### config.mk
export PLATFORM = sky130hd
export DESIGN_NAME = step_timer_divider_calc_core
export DESIGN_NICKNAME = d
export VERILOG_FILES = /design/src/rtl/stdc_pkg.sv /design/src/rtl/stdc_div.sv /design/src/rtl/stdc_dpath.sv /design/src/rtl/stdc_ctrl.sv /design/src/rtl/step_timer_divider_calc_core.sv
export SDC_FILE = /design/constraint.sdc
export NUM_CORES = 1
export LEC_CHECK = 0
export BUFFER_PORTS_ARGS = -buffer_cell sky130_fd_sc_hd__buf_2
export CORE_MARGIN = 3
export CORE_UTILIZATION = 34
export CTS_CLUSTER_SIZE = 28
export DETAILED_ROUTE_END_ITERATION = 12
export PLACE_DENSITY = 0.53
export SYNTH_ARGS = -nofsm -noshare
export SYNTH_HDL_FRONTEND = slang
export SYNTH_HIERARCHICAL = 1
export SYNTH_SLANG_ARGS = --single-unit
### constraint.sdc
create_clock -name clk_i -period 6.75 [get_ports clk_i]
set_clock_uncertainty 0.05 [all_clocks]
set_input_delay 0.675 -clock clk_i [delete_from_list [all_inputs] [get_ports clk_i]]
set_output_delay 0.675 -clock clk_i [all_outputs]
set_load 0.01 [all_outputs]
### src/rtl/stdc_pkg.sv
// ----------------------------------------------------------------------------
// stdc_pkg
// Shared types and constants of the step timer divider calculator.
// ----------------------------------------------------------------------------
package stdc_pkg;

  // defaults of the top level parameters
  localparam int CLOCK_HZ_DEF     = 8000000;
  localparam int MAX_PRESCALE_DEF = 16;

  // field widths
  localparam int RPM_W   = 8;
  localparam int STEPS_W = 16;
  localparam int CODE_W  = 5;
  localparam int CMP_W   = 8;

  // stream word widths
  localparam int IN_DATA_W  = 24;
  localparam int OUT_DATA_W = 16;

  // arithmetic constants
  localparam longint unsigned SEC_PER_MIN  = 64'd60;
  localparam longint unsigned COARSE_SCALE = 64'd256;
  localparam int              CODE_MAX     = 16;

  // controller states
  typedef enum logic [2:0] {
    ST_IDLE,
    ST_LOAD,
    ST_DIV_A,
    ST_DIV_B,
    ST_PRESC,
    ST_DIV_C,
    ST_DIV_D,
    ST_FINISH
  } stdc_state_e;

  // dividend source of a division
  typedef enum logic [1:0] {
    SRC_COARSE,
    SRC_QUOT,
    SRC_SHIFT
  } stdc_src_e;

  // divisor source of a division
  typedef enum logic {
    DVS_STEPS,
    DVS_RPM
  } stdc_dvs_e;

  // commands from controller to datapath
  typedef struct packed {
    logic      load;
    logic      div_start;
    stdc_src_e src;
    stdc_dvs_e dvs;
    logic      presc_step;
    logic      out_load;
  } stdc_cmd_t;

  // status from datapath to controller
  typedef struct packed {
    logic div_done;
    logic off;
    logic presc_more;
  } stdc_status_t;

endpackage

### src/rtl/stdc_div.sv
// ----------------------------------------------------------------------------
// stdc_div
// Restoring divider, one quotient bit per cycle, divisor up to 16 bits.
// ----------------------------------------------------------------------------
module stdc_div
  import stdc_pkg::*;
#(
  parameter int DW = 29
) (
  input  logic               clk_i,
  input  logic               rst_ni,
  input  logic               start_i,
  input  logic [DW-1:0]      dividend_i,
  input  logic [STEPS_W-1:0] divisor_i,
  output logic [DW-1:0]      quotient_o,
  output logic               done_o
);

  localparam int CNT_W = $clog2(DW);

  logic [STEPS_W-1:0] rem_q, rem_d;
  logic [STEPS_W-1:0] dvs_q;
  logic [DW-1:0]      quo_q, quo_d;
  logic [CNT_W-1:0]   cnt_q, cnt_d;
  logic               busy_q, busy_d;
  logic               done_q, done_d;
  logic [STEPS_W:0]   rem_sh;
  logic [STEPS_W:0]   rem_sub;
  logic               fits;

  // one shift and subtract step
  always_comb begin
    rem_sh  = {rem_q, quo_q[DW-1]};
    rem_sub = rem_sh - {1'b0, dvs_q};
    fits    = (rem_sh >= {1'b0, dvs_q});
    rem_d   = fits ? rem_sub[STEPS_W-1:0] : rem_sh[STEPS_W-1:0];
    quo_d   = {quo_q[DW-2:0], fits};
  end

  // control of the iteration
  always_comb begin
    busy_d = busy_q;
    cnt_d  = cnt_q;
    done_d = 1'b0;
    if (start_i) begin
      busy_d = 1'b1;
      cnt_d  = CNT_W'(DW - 1);
    end else if (busy_q) begin
      cnt_d = cnt_q - 1'b1;
      if (cnt_q == '0) begin
        busy_d = 1'b0;
        done_d = 1'b1;
      end
    end
  end

  always_ff @(posedge clk_i or negedge rst_ni) begin
    if (!rst_ni) begin
      busy_q <= 1'b0;
      done_q <= 1'b0;
      cnt_q  <= '0;
    end else begin
      busy_q <= busy_d;
      done_q <= done_d;
      cnt_q  <= cnt_d;
    end
  end

  // operand and partial result registers
  always_ff @(posedge clk_i) begin
    if (start_i) begin
      rem_q <= '0;
      quo_q <= dividend_i;
      dvs_q <= divisor_i;
    end else if (busy_q) begin
      rem_q <= rem_d;
      quo_q <= quo_d;
    end
  end

  assign quotient_o = quo_q;
  assign done_o     = done_q;

endmodule

### src/rtl/stdc_dpath.sv
// ----------------------------------------------------------------------------
// stdc_dpath
// Operand registers, dividend and divisor selection, prescaler search and
// result registers around the shared divider.
// ----------------------------------------------------------------------------
module stdc_dpath
  import stdc_pkg::*;
#(
  parameter int CLOCK_HZ     = CLOCK_HZ_DEF,
  parameter int MAX_PRESCALE = MAX_PRESCALE_DEF
) (
  input  logic               clk_i,
  input  logic               rst_ni,
  input  stdc_cmd_t          cmd_i,
  output stdc_status_t       status_o,
  input  logic [RPM_W-1:0]   speed_rpm_i,
  input  logic [STEPS_W-1:0] steps_per_turn_i,
  output logic [CODE_W-1:0]  prescale_code_o,
  output logic [CMP_W-1:0]   compare_value_o
);

  localparam longint unsigned TICKS = 64'(CLOCK_HZ) * SEC_PER_MIN;
  localparam int              DW    = $clog2(TICKS + 1);
  localparam longint unsigned COARSE = TICKS / COARSE_SCALE;

  logic [RPM_W-1:0]   rpm_q;
  logic [STEPS_W-1:0] spt_q;
  logic               off_q;
  logic [CODE_W-1:0]  code_q;
  logic [CODE_W-1:0]  out_code_q;
  logic [CMP_W-1:0]   out_cmp_q;
  logic [DW-1:0]      dividend;
  logic [STEPS_W-1:0] divisor;
  logic [DW-1:0]      quotient;
  logic               div_done;
  logic [DW-1:0]      pow;
  logic [CMP_W-1:0]   cmp_next;

  // operands of the next division
  always_comb begin
    unique case (cmd_i.src)
      SRC_COARSE: dividend = DW'(COARSE);
      SRC_QUOT:   dividend = quotient;
      SRC_SHIFT:  dividend = DW'(TICKS) >> code_q;
      default:    dividend = quotient;
    endcase
    unique case (cmd_i.dvs)
      DVS_STEPS: divisor = spt_q;
      DVS_RPM:   divisor = {{(STEPS_W-RPM_W){1'b0}}, rpm_q};
      default:   divisor = spt_q;
    endcase
  end

  stdc_div #(
    .DW(DW)
  ) u_div (
    .clk_i      (clk_i),
    .rst_ni     (rst_ni),
    .start_i    (cmd_i.div_start),
    .dividend_i (dividend),
    .divisor_i  (divisor),
    .quotient_o (quotient),
    .done_o     (div_done)
  );

  // prescaler search: divisor is two to the power of the code
  assign pow      = DW'(1) << code_q;
  assign cmp_next = quotient[CMP_W-1:0] - 1'b1;

  assign status_o.div_done   = div_done;
  assign status_o.off        = off_q;
  assign status_o.presc_more = (pow < quotient) && (code_q < CODE_W'(MAX_PRESCALE));

  // input capture and prescaler code
  always_ff @(posedge clk_i) begin
    if (cmd_i.load) begin
      rpm_q  <= speed_rpm_i;
      spt_q  <= steps_per_turn_i;
      off_q  <= (speed_rpm_i == '0) || (steps_per_turn_i == '0);
      code_q <= CODE_W'(1);
    end else if (cmd_i.presc_step) begin
      code_q <= code_q + 1'b1;
    end
  end

  // result registers
  always_ff @(posedge clk_i) begin
    if (cmd_i.out_load) begin
      if (off_q) begin
        out_code_q <= '0;
        out_cmp_q  <= '0;
      end else begin
        out_code_q <= code_q;
        out_cmp_q  <= cmp_next;
      end
    end
  end

  assign prescale_code_o = out_code_q;
  assign compare_value_o = out_cmp_q;

endmodule

### src/rtl/stdc_ctrl.sv
// ----------------------------------------------------------------------------
// stdc_ctrl
// Sequencer of the four divisions and the prescaler search, plus the
// output valid flag.
// ----------------------------------------------------------------------------
module stdc_ctrl
  import stdc_pkg::*;
(
  input  logic         clk_i,
  input  logic         rst_ni,
  input  logic         in_valid_i,
  output logic         in_ready_o,
  output logic         out_valid_o,
  input  logic         out_ready_i,
  input  stdc_status_t status_i,
  output stdc_cmd_t    cmd_o
);

  stdc_state_e state_q, state_d;
  logic        out_valid_q, out_valid_d;

  always_ff @(posedge clk_i or negedge rst_ni) begin
    if (!rst_ni) begin
      state_q     <= ST_IDLE;
      out_valid_q <= 1'b0;
    end else begin
      state_q     <= state_d;
      out_valid_q <= out_valid_d;
    end
  end

  // next state and commands
  always_comb begin
    state_d    = state_q;
    in_ready_o = 1'b0;
    cmd_o      = '{load: 1'b0, div_start: 1'b0, src: SRC_COARSE, dvs: DVS_STEPS,
                   presc_step: 1'b0, out_load: 1'b0};
    unique case (state_q)
      ST_IDLE: begin
        in_ready_o = 1'b1;
        if (in_valid_i) begin
          cmd_o.load = 1'b1;
          state_d    = ST_LOAD;
        end
      end
      ST_LOAD: begin
        if (status_i.off) begin
          state_d = ST_FINISH;
        end else begin
          cmd_o.div_start = 1'b1;
          cmd_o.src       = SRC_COARSE;
          cmd_o.dvs       = DVS_STEPS;
          state_d         = ST_DIV_A;
        end
      end
      ST_DIV_A: begin
        if (status_i.div_done) begin
          cmd_o.div_start = 1'b1;
          cmd_o.src       = SRC_QUOT;
          cmd_o.dvs       = DVS_RPM;
          state_d         = ST_DIV_B;
        end
      end
      ST_DIV_B: begin
        if (status_i.div_done) begin
          state_d = ST_PRESC;
        end
      end
      ST_PRESC: begin
        if (status_i.presc_more) begin
          cmd_o.presc_step = 1'b1;
        end else begin
          cmd_o.div_start = 1'b1;
          cmd_o.src       = SRC_SHIFT;
          cmd_o.dvs       = DVS_STEPS;
          state_d         = ST_DIV_C;
        end
      end
      ST_DIV_C: begin
        if (status_i.div_done) begin
          cmd_o.div_start = 1'b1;
          cmd_o.src       = SRC_QUOT;
          cmd_o.dvs       = DVS_RPM;
          state_d         = ST_DIV_D;
        end
      end
      ST_DIV_D: begin
        if (status_i.div_done) begin
          state_d = ST_FINISH;
        end
      end
      ST_FINISH: begin
        if (!out_valid_q || out_ready_i) begin
          cmd_o.out_load = 1'b1;
          state_d        = ST_IDLE;
        end
      end
      default: state_d = ST_IDLE;
    endcase
  end

  // output valid flag
  always_comb begin
    out_valid_d = out_valid_q;
    if (cmd_o.out_load) begin
      out_valid_d = 1'b1;
    end else if (out_ready_i) begin
      out_valid_d = 1'b0;
    end
  end

  assign out_valid_o = out_valid_q;

endmodule

### src/rtl/step_timer_divider_calc_core.sv
// ----------------------------------------------------------------------------
// step_timer_divider_calc_core
// Turns a shaft speed and a step count per turn into a timer prescaler code
// and an 8-bit compare value.
// ----------------------------------------------------------------------------
// One result per input transaction. An item with speed or steps zero goes
// from the load state straight to the finish state and gives code 0, compare 0.
// Any other item runs four divisions one after another on a single restoring
// divider, W = clog2(CLOCK_HZ*60+1) bits wide (29 at 8 MHz), that produces one
// quotient bit per cycle, with a prescaler search of at most MAX_PRESCALE-1
// steps between the second and third division. The next item is taken once the
// previous result sits in the output register, which holds it until the
// consumer takes it.
module step_timer_divider_calc_core
  import stdc_pkg::*;
#(
  parameter int CLOCK_HZ     = CLOCK_HZ_DEF,
  parameter int MAX_PRESCALE = MAX_PRESCALE_DEF
) (
  input  logic                  clk_i,
  input  logic                  rst_ni,
  input  logic                  s_axis_tvalid,
  output logic                  s_axis_tready,
  input  logic [IN_DATA_W-1:0]  s_axis_tdata,   // speed_rpm[7:0], steps_per_turn[23:8]
  output logic                  m_axis_tvalid,
  input  logic                  m_axis_tready,
  output logic [OUT_DATA_W-1:0] m_axis_tdata    // prescale_code[4:0], compare_value[12:5],
                                                // zero[15:13]
);

  stdc_cmd_t          cmd;
  stdc_status_t       status;
  logic [CODE_W-1:0]  prescale_code;
  logic [CMP_W-1:0]   compare_value;

  stdc_ctrl u_ctrl (
    .clk_i       (clk_i),
    .rst_ni      (rst_ni),
    .in_valid_i  (s_axis_tvalid),
    .in_ready_o  (s_axis_tready),
    .out_valid_o (m_axis_tvalid),
    .out_ready_i (m_axis_tready),
    .status_i    (status),
    .cmd_o       (cmd)
  );

  stdc_dpath #(
    .CLOCK_HZ     (CLOCK_HZ),
    .MAX_PRESCALE (MAX_PRESCALE)
  ) u_dpath (
    .clk_i            (clk_i),
    .rst_ni           (rst_ni),
    .cmd_i            (cmd),
    .status_o         (status),
    .speed_rpm_i      (s_axis_tdata[RPM_W-1:0]),
    .steps_per_turn_i (s_axis_tdata[RPM_W+STEPS_W-1:RPM_W]),
    .prescale_code_o  (prescale_code),
    .compare_value_o  (compare_value)
  );

  // pack result fields from the lowest bit up
  assign m_axis_tdata = {{(OUT_DATA_W-CODE_W-CMP_W){1'b0}}, compare_value, prescale_code};

endmodule

-- Word-level counts from Yosys, hierarchy flattened
Index checks and enable logic that the tools add are counted.
Widths: inputs -> output; s select.
- bits in registers: 115
- logic and storage cells: 89
- $add $sub $neg: 4
- magnitude comparators: 3
- eq/ne operators: 16
- shifts and indexed selects: 2
- muxes and demuxes: 35
- bitwise logic cells: 1
- reductions and logical operators: 14
- operators with widths (cell ; number):
    $mux 29 ; 2
    $pmux 29 s2 ; 1
    $pmux 16 s2 ; 1
    $lt 29x29->1 ; 1
    $shl 1x5->29 const A ; 1
    $shr 29x5->29 const A ; 1
    $mux 3 ; 8
    $pmux 3 s8 ; 1
    $ge 17x16->1 ; 1
    $logic_not 16->1 ; 1
    $mux 16 ; 1
    $sub 16x16->16 ; 1
    $mux 1 ; 15
    $eq 3x3->1 const B ; 4
    $mux 4 ; 3
    $pmux 4 s3 ; 1
    $mux 5 ; 2
    $ne 2x1->1 const B ; 5
    $logic_not 8->1 ; 1
    $sub 8x1->8 const B ; 1
    $reduce_and 7->1 ; 1
    $eq 3x2->1 const B ; 2
    $add 5x1->5 const B ; 1
    $logic_not 5->1 ; 1
    other kinds (15) ; 18

-- Longest topological paths before layout
Gate-level depths: netlist of the first run.
- depth in word-level cells: 8
- gate-level depth with buffers: 19

-- Modules after synthesis
Netlist of the first run, hierarchy kept.
- by module, submodules not included (module ; instances ; cells an instance ; area each (um^2)):
    stdc_div ; 1 ; 314 ; 3639.7
    stdc_dpath ; 1 ; 400 ; 3490.8
    stdc_ctrl ; 1 ; 49 ; 369.1
    step_timer_divider_calc_core ; 1 ; 4 ; 26.3

-- Worst setup path after synthesis of the first run
OpenSTA, ideal clock, no wires.
- kind: register to register
- start point: reg u_dpath.code_q[1]
- end point: reg u_dpath.u_div.quo_q[0], in the netlist u_dpath/u_div/quotient_o[0] (enable)
- setup time: 0.384 ns
- arrival: 4.525 ns
- path slack: 1.791 ns
- stages on the path, launching flop included: 17
- path buffers: 2
- clock period less this slack: 4.959 ns
- path through: dfxtp_1 -> buf_2 -> inv_1 -> ha_1 -> nand2_1 -> nor2_1 -> ha_1 -> nand4_1 -> or4_1 -> a21oi_1 -> nor3_1 -> o21ai_1 -> a21oi_1 -> o22ai_1 -> buf_1 -> nor2_1 -> inv_1
- RTL lines (item ; line ; RTL):
    from (decl) ; stdc_dpath.sv:29 ; logic [CODE_W-1:0] code_q;
    from (signal assigned) ; stdc_dpath.sv:82 ; code_q <= code_q + 1'b1;
    to (signal assigned) ; stdc_div.sv:73 ; quo_q <= dividend_i;
    to (signal assigned) ; stdc_div.sv:77 ; quo_q <= quo_d;
    to (decl) ; stdc_div.sv:23 ; logic [DW-1:0] quo_q, quo_d;

==> results of run 1 <==
==> synth_stat cells, drive strengths merged (2+ instances only) <==
cell type,number,share of area
mux2i,17,0.023
a221o,2,0.0027
o21a,5,0.0050
nor2,87,0.043
o221ai,4,0.0047
mux2,46,0.069
a22oi,2,0.0020
inv,59,0.029
and2,4,0.0033
xnor2,19,0.022
nand2,59,0.029
nor2b,15,0.012
a21o,10,0.010
a32oi,5,0.0058
a21oi,43,0.029
dfxtp,21,0.056
buf,32,0.026
o31a,2,0.0023
o211ai,6,0.0060
edfxtp,83,0.33
or3b,2,0.0023
nand4,9,0.0075
or4b,2,0.0027
dfrtp,11,0.037
nor3,11,0.0073
o31ai,4,0.0040
a31oi,3,0.0045
nor4,11,0.011
xor2,6,0.0070
a211oi,12,0.012
nand2b,15,0.012
nand3,11,0.0086
clkbuf,14,0.0071
ha,57,0.095
nand3b,3,0.0030
nor3b,3,0.0030
and3,3,0.0025
o21ai,38,0.025
a2111oi,2,0.0032
o21bai,2,0.0025
a22o,7,0.0081
==> power groups by stage <==
stage                     clock network [mW]  logic [mW]  registers (mW)
final                                  0.955      0.0134           0.751
after global routing                    1.01      0.0152           0.750
after CTS                              0.980      0.0138           0.751
after detailed placement                   0      0.0137           0.765
after global placement                     0      0.0137           0.765
after floorplan                            0     0.00278           0.765
==> routing by layer <==
| layer | part of all wire | vias up |
|---|---|---|
| met2 | 0.42 | 146 |
| li1 | - | 2803 |
| met3 | 0.054 | 15 |
| met1 | 0.51 | 2701 |
| met5 | 0 | - |
| met4 | 0.0079 | 0 |
==> final cells by class <==
cell class                 count  area, µm²  share of cell area
sequential                   115       3188              0.3735
multi-input combinational    548       3889              0.4556
inverter                      60      225.2             0.02639
clock inverter                12      180.2             0.02111
timing repair buffer          49      262.8             0.03078
tap                          275      344.1             0.04031
clock buffer                  20      446.7             0.05233
==> worst reg2reg max path, delay by kind of cell (launching register included) <==
family | cells | cell delay [ns]
DFF | 1 | 0.79
buffers and inverters | 3 | 1.24
AOI/OAI and AO/OA | 5 | 1.25
and+or+nand+nor | 6 | 1.13
adders and majority gates | 2 | 0.63
==> worst max-delay path by stage <==
stage                           start  cells after the start                     endpoint
floorplan           u_dpath/code_q[1]                     16  u_dpath/u_div/quotient_o[0]
global placement    u_dpath/code_q[2]                     16       u_dpath/u_div/rem_q[1]
detailed placement  u_dpath/code_q[2]                     16       u_dpath/u_div/rem_q[1]
CTS                 u_dpath/code_q[2]                     16       u_dpath/u_div/rem_q[1]
global route        u_dpath/code_q[2]                     16       u_dpath/u_div/rem_q[1]
finish              u_dpath/code_q[2]                     16       u_dpath/u_div/rem_q[1]
==> registers in the layout (all words and copies together) (netlist names), 5 cells and up <==
name,flops
u_dpath/u_div/quotient_o,29
u_dpath/spt_q,16
u_dpath/u_div/dvs_q,16
u_dpath/u_div/rem_q,16
u_dpath/compare_value_o,8
u_dpath/rpm_q,8
u_dpath/code_q,5
u_dpath/prescale_code_o,5
u_dpath/u_div/cnt_q,5
==> logic make-up after synthesis <==
| kind of cell | Yosys count | share of synthesized area |
|---|---|---|
| flip-flops | 115 | 0.4236 |
| buffers and inverters | 106 | 0.06268 |
| AND/OR/NAND/NOR | 241 | 0.1548 |
| adder cells (fa/ha/maj) | 58 | 0.09742 |
| other | 1 | 0.0004983 |
| multiplexers | 63 | 0.09194 |
| AO/OA/AOI/OAI | 158 | 0.1400 |
| XOR/XNOR | 25 | 0.02909 |
==> metrics by stage <==
step | hold WS (ns) | setup slack [ns] | total power, mW | instance area [µm²] | instances
after floorplan | 0.3294 | 1.791 | 0.7682 | 7533 | 769
after global placement | 0.4419 | 1.590 | 0.7791 | 7909 | 1047
after detailed placement | 0.4463 | 1.560 | 0.7791 | 7909 | 1047
after CTS | 0.07714 | 1.552 | 1.744 | 8536 | 1079
after global routing | 0.08174 | 1.134 | 1.779 | 8536 | 1079
final | 0.08217 | 1.562 | 1.719 | 8536 | 1079
==> flow_metrics.tcl, run 1 <==
set metrics [dict create \
    synth_area_mm2 0.007526 \
    place_hpwl_mm 13.35 \
    met3_usage 0.03749 \
    grt_pass1_vias 5495 \
    synth_top_flop_cell "edfxtp_1" \
    worst_hold_path_type "input port to async pin" \
    route.detailed.drc 0 \
    num-nets-final 877 \
    worst-r2r-setup-slack_ns 1.56 \
    grt_setup_unrepaired "no" \
    switching_share 0.1940 \
    dieWidth_um 154.8 \
    grt_use_met2 0.2234 \
    clock-sinks 115 \
    p_switching_uw 333.5 \
    yosys_register_bits 115 \
    grt_busiest_layer "met1" \
    r2r-start "u_dpath/code_q[2]" \
    synth-edff-count 83 \
    p_leak_nw 3.382 \
    startpoint_type "flip-flop" \
    syn_to_final_growth_pct 13.42 \
    yosys_warnings 6 \
    crit_path_top_delay_cell "dfxtp_1" \
    drtAntennaViolNets 0 \
    dr.pass1.iters 6 \
    reg2reg_depth 16 \
    worst_pin_slew_ns 1.051 \
    grt.overflow.total 0 \
    slew_viol_final 0 \
    ys_types 75 \
    final_layout_size_suffix_gt1_frac 0.1766 \
    antenna_cells 0 \
    grt_pass1_wl_mm 30.06 \
    cts_hold_buf 0 \
    setup_tns_ns 0 \
    final_cell_mix "nor2_1 (87), edfxtp_1 (83), nand2_1 (59)" \
    p_int_mw 1.386 \
    critPathBufInv 3 \
    wl_mm 18.38 \
    cts_tree "yes" \
    async_flop_share 0.09565 \
    finalSetupViolCount 0 \
    slew_headroom 0.2967 \
    layout_commonest_cell "nor2_1" \
    status "complete, no violations" \
    fillers 2160 \
    clockBufferDepth 2 \
    worstSetupPathType "flip-flop to flip-flop" \
    ir_drop_v 0.0001341 \
    syn_inst 767 \
    cts.htree.levels 4 \
    seqPwrFrac 0.437 \
    fin_crit_sh 0.7686 \
    io_pins 46 \
    dieArea_mm2 0.02396 \
    vias 5665 \
    cts.repair.resized 0 \
    finalHoldViolCount 0 \
    antenna_found_initial 0 \
    path_clk_slew_ns 0.06 \
    start_util 0.3525 \
    path_max_fanout 47 \
    place_congestion 0.8667 \
    crit_chain "inv_1 > ha_1 > inv_1 > nor2_1 > ha_1 > nand4_1 > or4_1 > a21oi_1 > nor3_1 > o21ai_1 > a21oi_1 > o22ai_4 > buf_4 > nand2b_1 > nor3_1 > a221o_1" \
    routed_via_density 5.250 \
    cpPeakStageDelay_ns 0.79 \
    pwr-share-comb 0.008 \
    drt_iter0_drc 454 \
    grtUsageTotal 0.1574 \
    ys_seq_area_frac 0.4236 \
    clkPwrFrac 0.555 \
    grt_use_met1 0.2403 \
    fmax_mhz 192.7 \
    wl_per_cell_um 17.03 \
    crit_required_ns 6.99 \
    die_height_um 154.8 \
    rows 53 \
    syn_avg_cell_area_um2 9.812 \
    power_density_mw_per_mm2 201.4 \
    cts_inserted_buffers 17 \
    io_buffers 42 \
    period_needed_ns 5.188 \
    maxCapViolCount 0 \
    clkLatencyLatePin_ns 0.41 \
    core-area_mm2 0.02135 \
    grt_max_degree 48 \
    cp-end-kind "flip-flop" \
    cts_root_buf "clkbuf_16" \
    cp_top_family "compound AO/OA/AOI/OAI gates" \
    arrival_ns 5.43 \
    timing.rr.end "u_dpath/u_div/rem_q[1]" \
    postCtsSetupBuffers 0 \
    fin_util 0.3997 \
]
Note: power is estimated with default switching activity, not from simulation.
==> run 2, diff against run 1 <==
==> constraint.sdc (replaced) <==
create_clock -name clk_i -period 5.2 [get_ports clk_i]
set_clock_uncertainty 0.05 [all_clocks]
set_input_delay 0.52 -clock clk_i [delete_from_list [all_inputs] [get_ports clk_i]]
set_output_delay 0.52 -clock clk_i [all_outputs]
set_load 0.01 [all_outputs]
==> run 2 against run 1 <==
Sequential share of layout area decreased by 0.087 points. Critical path type unchanged. Highest routed layer unchanged. Via count increased by 0.34%. Largest cell class unchanged. Core utilization increased by 0.094 points.
==> flow_metrics.tcl, run 2 (same netlist as run 1, synthesis figures left out) <==
set metrics [dict create \
    largest_reg_flops 29 \
    antenna_found_initial 0 \
    wl_met2_mm 7.683 \
    timing.rr.end "u_dpath/u_div/quotient_o[23]" \
    wl_per_cell_um 16.83 \
    ir_drop_v 0.0001600 \
    dieWidth_um 154.8 \
    final_cell_mix "nor2_1 (87), edfxtp_1 (83), nand2_1 (59)" \
    crit_start "u_dpath/code_q[1]" \
    place_congestion 0.9432 \
    grt.overflow.total 0 \
    route.detailed.drc 0 \
    vias 5684 \
    cpPeakStageDelay_ns 0.60 \
    setup_tns_ns 0 \
    arrival_ns 4.80 \
    io_buffers 42 \
    postCtsSetupBuffers 0 \
    startpoint_type "flip-flop" \
    path_clk_slew_ns 0.07 \
    crit_path_top_delay_cell "dfxtp_1" \
    met1_length_mm 9.298 \
    period_needed_ns 4.542 \
    place_hpwl_mm 13.50 \
    clkLatencyLatePin_ns 0.43 \
    fmax_mhz 220.2 \
    cts_root_buf "clkbuf_16" \
    multiInputGateArea_mm2 0.003889 \
    dr.pass1.iters 5 \
    die_height_um 154.8 \
    r2r-start "u_dpath/code_q[1]" \
    finalHoldViolCount 0 \
    cts_inserted_buffers 17 \
    fin_crit_sh 0.8735 \
    finalSetupViolCount 0 \
    top_layer_used "met4" \
    power_density_mw_per_mm2 255.6 \
    wl_mm 18.24 \
    core-area_mm2 0.02135 \
    grt_setup_unrepaired "no" \
    crit_required_ns 5.45 \
    num-nets-final 882 \
    worstSetupPathType "flip-flop to flip-flop" \
    status "complete, no violations" \
    cp.depth 16 \
    io_pins 46 \
    clockBufferDepth 2 \
    maxCapViolCount 0 \
    dieArea_mm2 0.02396 \
    drt_iter0_drc 456 \
    layout_commonest_cell "nor2_1" \
    worst_pin_slew_ns 1.044 \
    cp-end-kind "flip-flop" \
    fillers 2123 \
    p_leak_nw 3.400 \
    path_max_fanout 14 \
    grt_max_degree 47 \
    clock-sinks 115 \
    antenna_cells 0 \
    crit_chain "inv_1 > ha_1 > nand2_1 > nor2_1 > ha_1 > nand4_1 > or4_1 > a21oi_1 > nor3_1 > nor4_1 > buf_4 > and2b_1 > nand2_1 > nor2_1 > a32o_1 > mux2_2" \
    routed_via_density 5.244 \
    cts.htree.levels 4 \
    drtAntennaViolNets 0 \
    final_layout_size_suffix_gt1_frac 0.1829 \
    start_util 0.3525 \
    rows 53 \
    grt_pass1_vias 5414 \
    syn_to_final_growth_pct 13.68 \
    grtUsageTotal 0.1566 \
    worst-r2r-setup-slack_ns 0.66 \
    grt_pass1_wl_mm 29.69 \
    slew_headroom 0.3015 \
    critPathBufInv 2 \
    reg2reg_depth 16 \
    hold_depth 1 \
    cp_top_family "simple AND/OR/NAND/NOR gates" \
    slew_viol_final 0 \
    crit_end "u_dpath/u_div/quotient_o[23]" \
    worst_hold_path_type "input port to flip-flop" \
    cts_tree "yes" \
    final-seq-area_mm2 0.003188 \
    wl_met3_um 876 \
    fin_util 0.4007 \
]
-- run 2: changes by cell type in the layout (fill, tap and decap cells not counted), sizes merged --
| cell | previous run | this run |
|---|---|---|
| bufinv | 4 | 1 |
| clkbuf | 20 | 17 |
| clkinv | 6 | 3 |
| clkinvlp | 2 | 1 |
| buf | 49 | 53 |
| dlygate4sd3 | 0 | 1 |
| inv | 60 | 70 |
-- run 2: where the power goes --
part | internal, mW | switching, mW | total [mW]
sequential | 0.974 | 0.0000000000000000221 | 0.974
combinational | 0.00838 | 0.00941 | 0.0178
clock | 0.691 | 0.505 | 1.20
total | 1.67 | 0.514 | 2.19
-- run 2: cell type report --
cell class	instances	area share
Clock buffer	17	0.04972
Clock inverter	15	0.02121
Inverter	60	0.02632
Multi-Input combinational cell	548	0.4545
Sequential cell	115	0.3726
Tap cell	275	0.04022
Timing Repair Buffer	54	0.03539
-- run 2: how the worst min path moves through the flow --
stage                                 from            endpoint  slack [ns]
after floorplan                     rst_ni  u_ctrl/out_valid_o        0.17
after global placement              rst_ni  u_ctrl/out_valid_o        0.36
after detailed placement            rst_ni  u_ctrl/out_valid_o        0.36
after CTS                  s_axis_tdata[6]    u_dpath/rpm_q[6]        0.21
after global routing      s_axis_tdata[19]   u_dpath/spt_q[11]        0.21
final                     s_axis_tdata[19]   u_dpath/spt_q[11]        0.22
-- run 2: repair_timing --
action	in CTS	in global routing
hold endpoints to repair	11	0
hold buffers	1	0
resized for setup	0	0
-- run 2: per-stage QoR --
stage	cells	instance area, µm²	power (mW)	setup WS (ns)	hold WS (ns)
after global routing	1084	8556	2.268	0.4594	0.2118
after floorplan	769	7533	0.9972	0.2409	0.1744
after global placement	1051	7939	1.011	0.8804	0.3582
after detailed placement	1051	7939	1.011	0.8330	0.3556
final	1084	8556	2.187	0.6579	0.2240
after CTS	1084	8556	2.218	0.7887	0.2116
-- run 2: layer usage --
layer,GRT usage,vias up
li1,-,2819
met3,0.03274,31
met2,0.2186,146
met1,0.2350,2688
met4,0.06098,0
met5,0,-
-- run 2: worst register-to-register path, stage by stage, from the launching register on --
cell and delay (ns):
dfxtp_1 0.60, inv_1 0.24, ha_1 0.30, nand2_1 0.22, nor2_1 0.09, ha_1 0.32, nand4_1 0.15, or4_1 0.52
a21oi_1 0.12, nor3_1 0.08, nor4_1 0.35, buf_4 0.23, and2b_1 0.26, nand2_1 0.15, nor2_1 0.36, a32o_1 0.22
mux2_2 0.14
